$ cat src/cba_ram.sv
`timescale 1ns / 1ps
// ----------------------------------------------------------------------------
// cba_ram
// Simple dual-port synchronous RAM, one write and one registered read port.
// ----------------------------------------------------------------------------
module cba_ram #(
   parameter int WIDTH     = 32,
   parameter int ADDR_BITS = 6
) (
   input  logic                 clock,
   input  logic                 we,
   input  logic [ADDR_BITS-1:0] waddr,
   input  logic [WIDTH-1:0]     wdata,
   input  logic [ADDR_BITS-1:0] raddr,
   output logic [WIDTH-1:0]     rdata
);
   logic [WIDTH-1:0] mem [2**ADDR_BITS];
   logic [WIDTH-1:0] rdata_ff;

   always_ff @(posedge clock) begin
      if (we) begin
         mem[waddr] <= wdata;
      end
      rdata_ff <= mem[raddr];
   end

   assign rdata = rdata_ff;
endmodule

$ cat config.mk
export PLATFORM = sky130hd
export DESIGN_NAME = cba_ram
export DESIGN_NICKNAME = d
export VERILOG_FILES = /design/src/cba_ram.sv
export SDC_FILE = /design/constraint.sdc
export NUM_CORES = 2
export LEC_CHECK = 0
export ABC_AREA = 1
export BUFFER_PORTS_ARGS = -buffer_cell sky130_fd_sc_hd__clkbuf_2
export CAP_MARGIN = 20
export CORE_ASPECT_RATIO = 0.6
export CORE_MARGIN = 5
export CORE_UTILIZATION = 41
export CTS_BUF_LIST = sky130_fd_sc_hd__clkbuf_16
export DETAILED_ROUTE_END_ITERATION = 8
export GPL_TIMING_DRIVEN = 1
export PLACE_DENSITY = 0.57
export SYNTH_ARGS = -nofsm -noshare
export SYNTH_HDL_FRONTEND = slang
export SYNTH_SLANG_ARGS = --single-unit
$ cat constraint.sdc
create_clock -name clock -period 5 [get_ports clock]
set_clock_uncertainty 0.2 [all_clocks]
set_input_delay 0.5 -clock clock [delete_from_list [all_inputs] [get_ports clock]]
set_output_delay 0.5 -clock clock [all_outputs]
set_load 0.05 [all_outputs]
== Word-level counts from Yosys, hierarchy flattened ==
Memories as Yosys holds them, arrays and structs flattened. A register that Yosys moved wholly into a read port is not among the register bits.
Cells that the tools add are included.
Cells by class
  multiplexer cells: 2
Operators by type and width (number)
  1-bit two-way mux: 2
Word-level totals
  flip-flop bits (word level): 0
  memories kept: 1
  RAM bits: 2048
  output and inout bits: 32
  input port bits: 46
  logic and storage cells: 3
Memories
  mem: depth 64, bits a word 32, read ports 1, clocked after Yosys merged registers in 1, write ports 1, line 17  | logic [WIDTH-1:0] mem [2**ADDR_BITS];

== Logic depth before layout (Yosys ltp) ==
  word-level depth: 2
  mapped depth: 13

== Worst setup path before layout ==
No wires, ideal clock.
  path type: input to register
  start: input we
  end: memory mem[48][0] (enable)
  data arrival time: 4.128 ns
  cell stages on the path: 3
  data required time: 4.298 ns
  setup slack: 0.170 ns
  path through: clkbuf_1 nand4_1 nor4_1
Between the ends
  word-level cells in the longest chain between the ends: 2
RTL lines
  start: declaration: line 11  | input logic we,
  1-bit two-way mux: line 21  | if (we) begin
  1-bit two-way mux (implied by the code): line 22  | mem[waddr] <= wdata;
  end: declaration: line 17
No other way between the ends.

==> summary.md <==
| Metric | Value |
|---|---|
| Status | `complete, no violations` |
| Detailed placement HPWL | `148000 um` |
| Total CTS buffers | `194` |
| Critical path arrival | `3.48 ns` |
| Port bufs | `77` |
| Setup TNS | `0 ns` |
| Clk_lat worst skew | `0.85 ns` |
| CTS clk-pin slew, worst paths | `0.07 ns` |
| Synthesized area | `82700 sq um` |
| Vias in the first global route | `~50000` |
| Reg power frac | `54.2%` |
| Max Freq | `336 MHz` |
| Post-synth top cells | `nand2_1 (2248), edfxtp_1 (2048), nand3_1 (1907), buf_2 (282), clkbuf_1 (77)` |
| Mapped Cells | `6769` |
| Overflow after GRT | `0` |
| Vias per cell | `5.70` |
| H-tree Lvls | `4` |
| Placer Congestion | `around 0.85` |
| Via count | `54700` |
| Max Cap Violations | `0` |
| RSZ-0062 raised after global routing | `false` |
| Worst setup path class | `primary input to register` |
| GRT met2 Usage | `32.5%` |
| Most frequent cell after synthesis | `nand2_1` |
| CP endpoint kind | `register` |
| GRT Util Overall | `~24%` |
| GRT met1 Usage | `38.6%` |
| Ys Warns | `0` |
| Largest net degree at the start of global routing | `around 170` |
| CP Data Required Time | `5.50 ns` |
| Cell area after layout | `92500 sq um` |
| Worst setup endpoint | `rdata[11]` |
| Met3 Use GR | `6.25%` |
| Starting DRC count in detailed routing | `7934` |
| Initial antenna violation count | `14` |
| Num rows | `127` |
| Power density over cell area | `387 nW/um^2` |
| Tcrit/Tclk final | `59.6%` |
| TritonRoute pass-1 iters | `6` |
| Clock Power Share | `38.8%` |
| Final ANT Viol Nets | `0` |
| Core ar. | `200000 sq um` |
| Synth area leader | `edfxtp_1` |
| Number of synthesized register bits | `between 2000 and 2500` |
| Worst Tran Pin Value | `1.12 ns` |
| Fraction of registers with async set/reset | `0%` |
| Comb pwr share | `7.0%` |
| Internal | `~27000 uW` |
| Routed WL | `259000 um` |
| Synth unique cells | `16` |
| R2r setup slk | `2.82 ns` |
| Relative slew slack | `25.2%` |
| Tmin final | `2.98 ns` |
| Crit-path max FO | `approximately 170` |
| Post-synth EDFFs | `2048` |
| Reg2Reg Depth | `8` |
| First-pass GRT wire length | `between 300000 and 400000 um` |
| Area after DPL | `86700 sq um` |
| Final Net Count | `6842` |
| Syn_area_per_cell | `12.2 sq um` |
| Commonest register cell after synthesis | `edfxtp_1` |
| Leakage dissipation | `0.0324 uW` |
| Seq/Total Area, Yosys | `75.1%` |
| Syn-to-layout area delta | `11.8%` |
| Sink Count | `2080` |
| Ports | `78` |
| WL/cell | `27.0 um` |
| Final number of setup-violating endpoints | `0` |
| Most Crowded Layer GR | `met1` |
| Reg2reg start | `mem[42][11]` |
| Switching part of the total | `between 20% and 30%` |
| Die area | `between 200000 and 250000 sq um` |
| Clock tree from TritonCTS | `done` |
| Starting density of the core | `41.3%` |
| Final Max Tran Viols | `0` |
| Die X | `between 500 and 600 um` |
| Startpoint types | `primary input` |
| Worst-case clock buffer depth | `4` |
| DRC viols | `0` |
| Final hold viol count | `0` |
| Top post-synthesis cells by area | `edfxtp_1 (74%), nand3_1 (12%), nand2_1 (10%)` |
| Mapped Nets | `about 7000` |
| Power Total | `35800 uW` |
| R2R Path End | `rdata[11]` |
| Peak VDD IR | `between 300 and 400 uV` |
| Die height | `358 um` |
| # resized after CTS | `0` |
| Switching power | `around 8500 uW` |
| Layout cells sized above 1 | `under 10%` |
| Top-area cell type share of the netlist area | `74.3%` |
| Fill count | `17900` |
| HP Class | `primary input to register` |
| Crit path from | `raddr[0]` |
| Fin util | `46.2%` |
| CTS root buffer | `clkbuf_16` |
[metrics by stage]
step                      hold slack (ns)  setup slack [ns]  instances
final                              0.0615              2.02       9596
after global routing               0.0552              2.03       9593
after CTS                         0.00473              2.27       9591
after detailed placement            0.573              1.39       9240
after global placement              0.572              1.44       9237
after floorplan                     0.399             0.170       6769
[cell families after synthesis]
logic type	synth area share, %
buffers and inverters	2.78
AND/OR/NAND/NOR	22.1
flip-flops	75.1
[flip-flops by register name, indices dropped and copies added, names as in the netlist]
signal,flops
mem,2048
rdata,32
[placed cells by master (no fill, tap or decap)]
cell type      netlist  routed
bufinv_16            0       6
buf_2              282       5
edfxtp_1          2048    2048
buf_8                2       3
clkbuf_16            0     198
clkinv_8             0       1
clkinv_1             0      49
inv_1                9      64
inv_6                0       2
clkbuf_2             0      61
nand4_1              9       9
nor2_4               0      56
clkinv_2             0      33
inv_16               0       2
nor4_2               0       8
nand3_1           1907    1907
clkinvlp_4           0       1
dlygate4sd3_1        0       4
buf_6                3       1
buf_12               0      35
diode_2              0       5
buf_4               45     171
nand2_1           2248    2248
dfxtp_1             32      32
inv_8                0       3
[power by group through the flow]
stage	logic (uW)	clock network, uW	registers [uW]
floorplan	1190	0	19800
finish	2510	13900	19400
global placement	2450	0	19800
global route	2680	14800	19400
CTS	2480	14000	19400
detailed placement	2470	0	19800
[worst max-delay path, stage by stage]
cell     delay, ns
buf_8         0.43
inv_16        0.29
buf_12        0.44
nand2_1       0.11
nand3_1       0.15
nand3_1       0.33
nand3_1       0.12
nand3_1       0.09
nand2_1       0.07
nand2_1       0.53
nand2_1       0.12
[timing repair]
action,CTS,global route
buffers inserted,0,0
hold buffers,4,0
setup endpoints to repair,0,0
endpoints found under the hold margin,31,0
[routing by layer]
layer | routed length, um | up-vias | part of all wire, %
met3 | 31500 | 289 | 12
met4 | 5110 | 4 | 2.0
met5 | 31 | - | 0.012
li1 | - | 24200 | -
met2 | 105000 | 2952 | 41
met1 | 117000 | 27300 | 45
[area by class of cell]
cell class                 instances  area [sq um]  share of cell area, %
sequential                      2080         62100                   67.2
multi-input combinational       4228         18800                   20.3
clock buffer                     198          4950                   5.36
tap                             2644          3310                   3.58
timing repair buffer             280          2410                   2.61
clock inverter                   149           802                  0.867
inverter                          12          82.6                 0.0893
antenna                            5          12.5                 0.0135
[worst min-delay path by stage]
| stage | startpoint | to | slack [ns] | depth (start not counted) |
|---|---|---|---|---|
| after global placement | mem[56][31] | rdata[31] | 0.57 | 8 |
| after floorplan | wdata[0] | mem[0][0] | 0.40 | 0 |
| after detailed placement | mem[58][31] | rdata[31] | 0.57 | 8 |
| final | raddr[3] | rdata[5] | 0.06 | 5 |
| after CTS | raddr[4] | rdata[5] | 0.005 | 4 |
| after global routing | raddr[4] | rdata[5] | 0.06 | 4 |
Power figures use the tool's default switching activity.
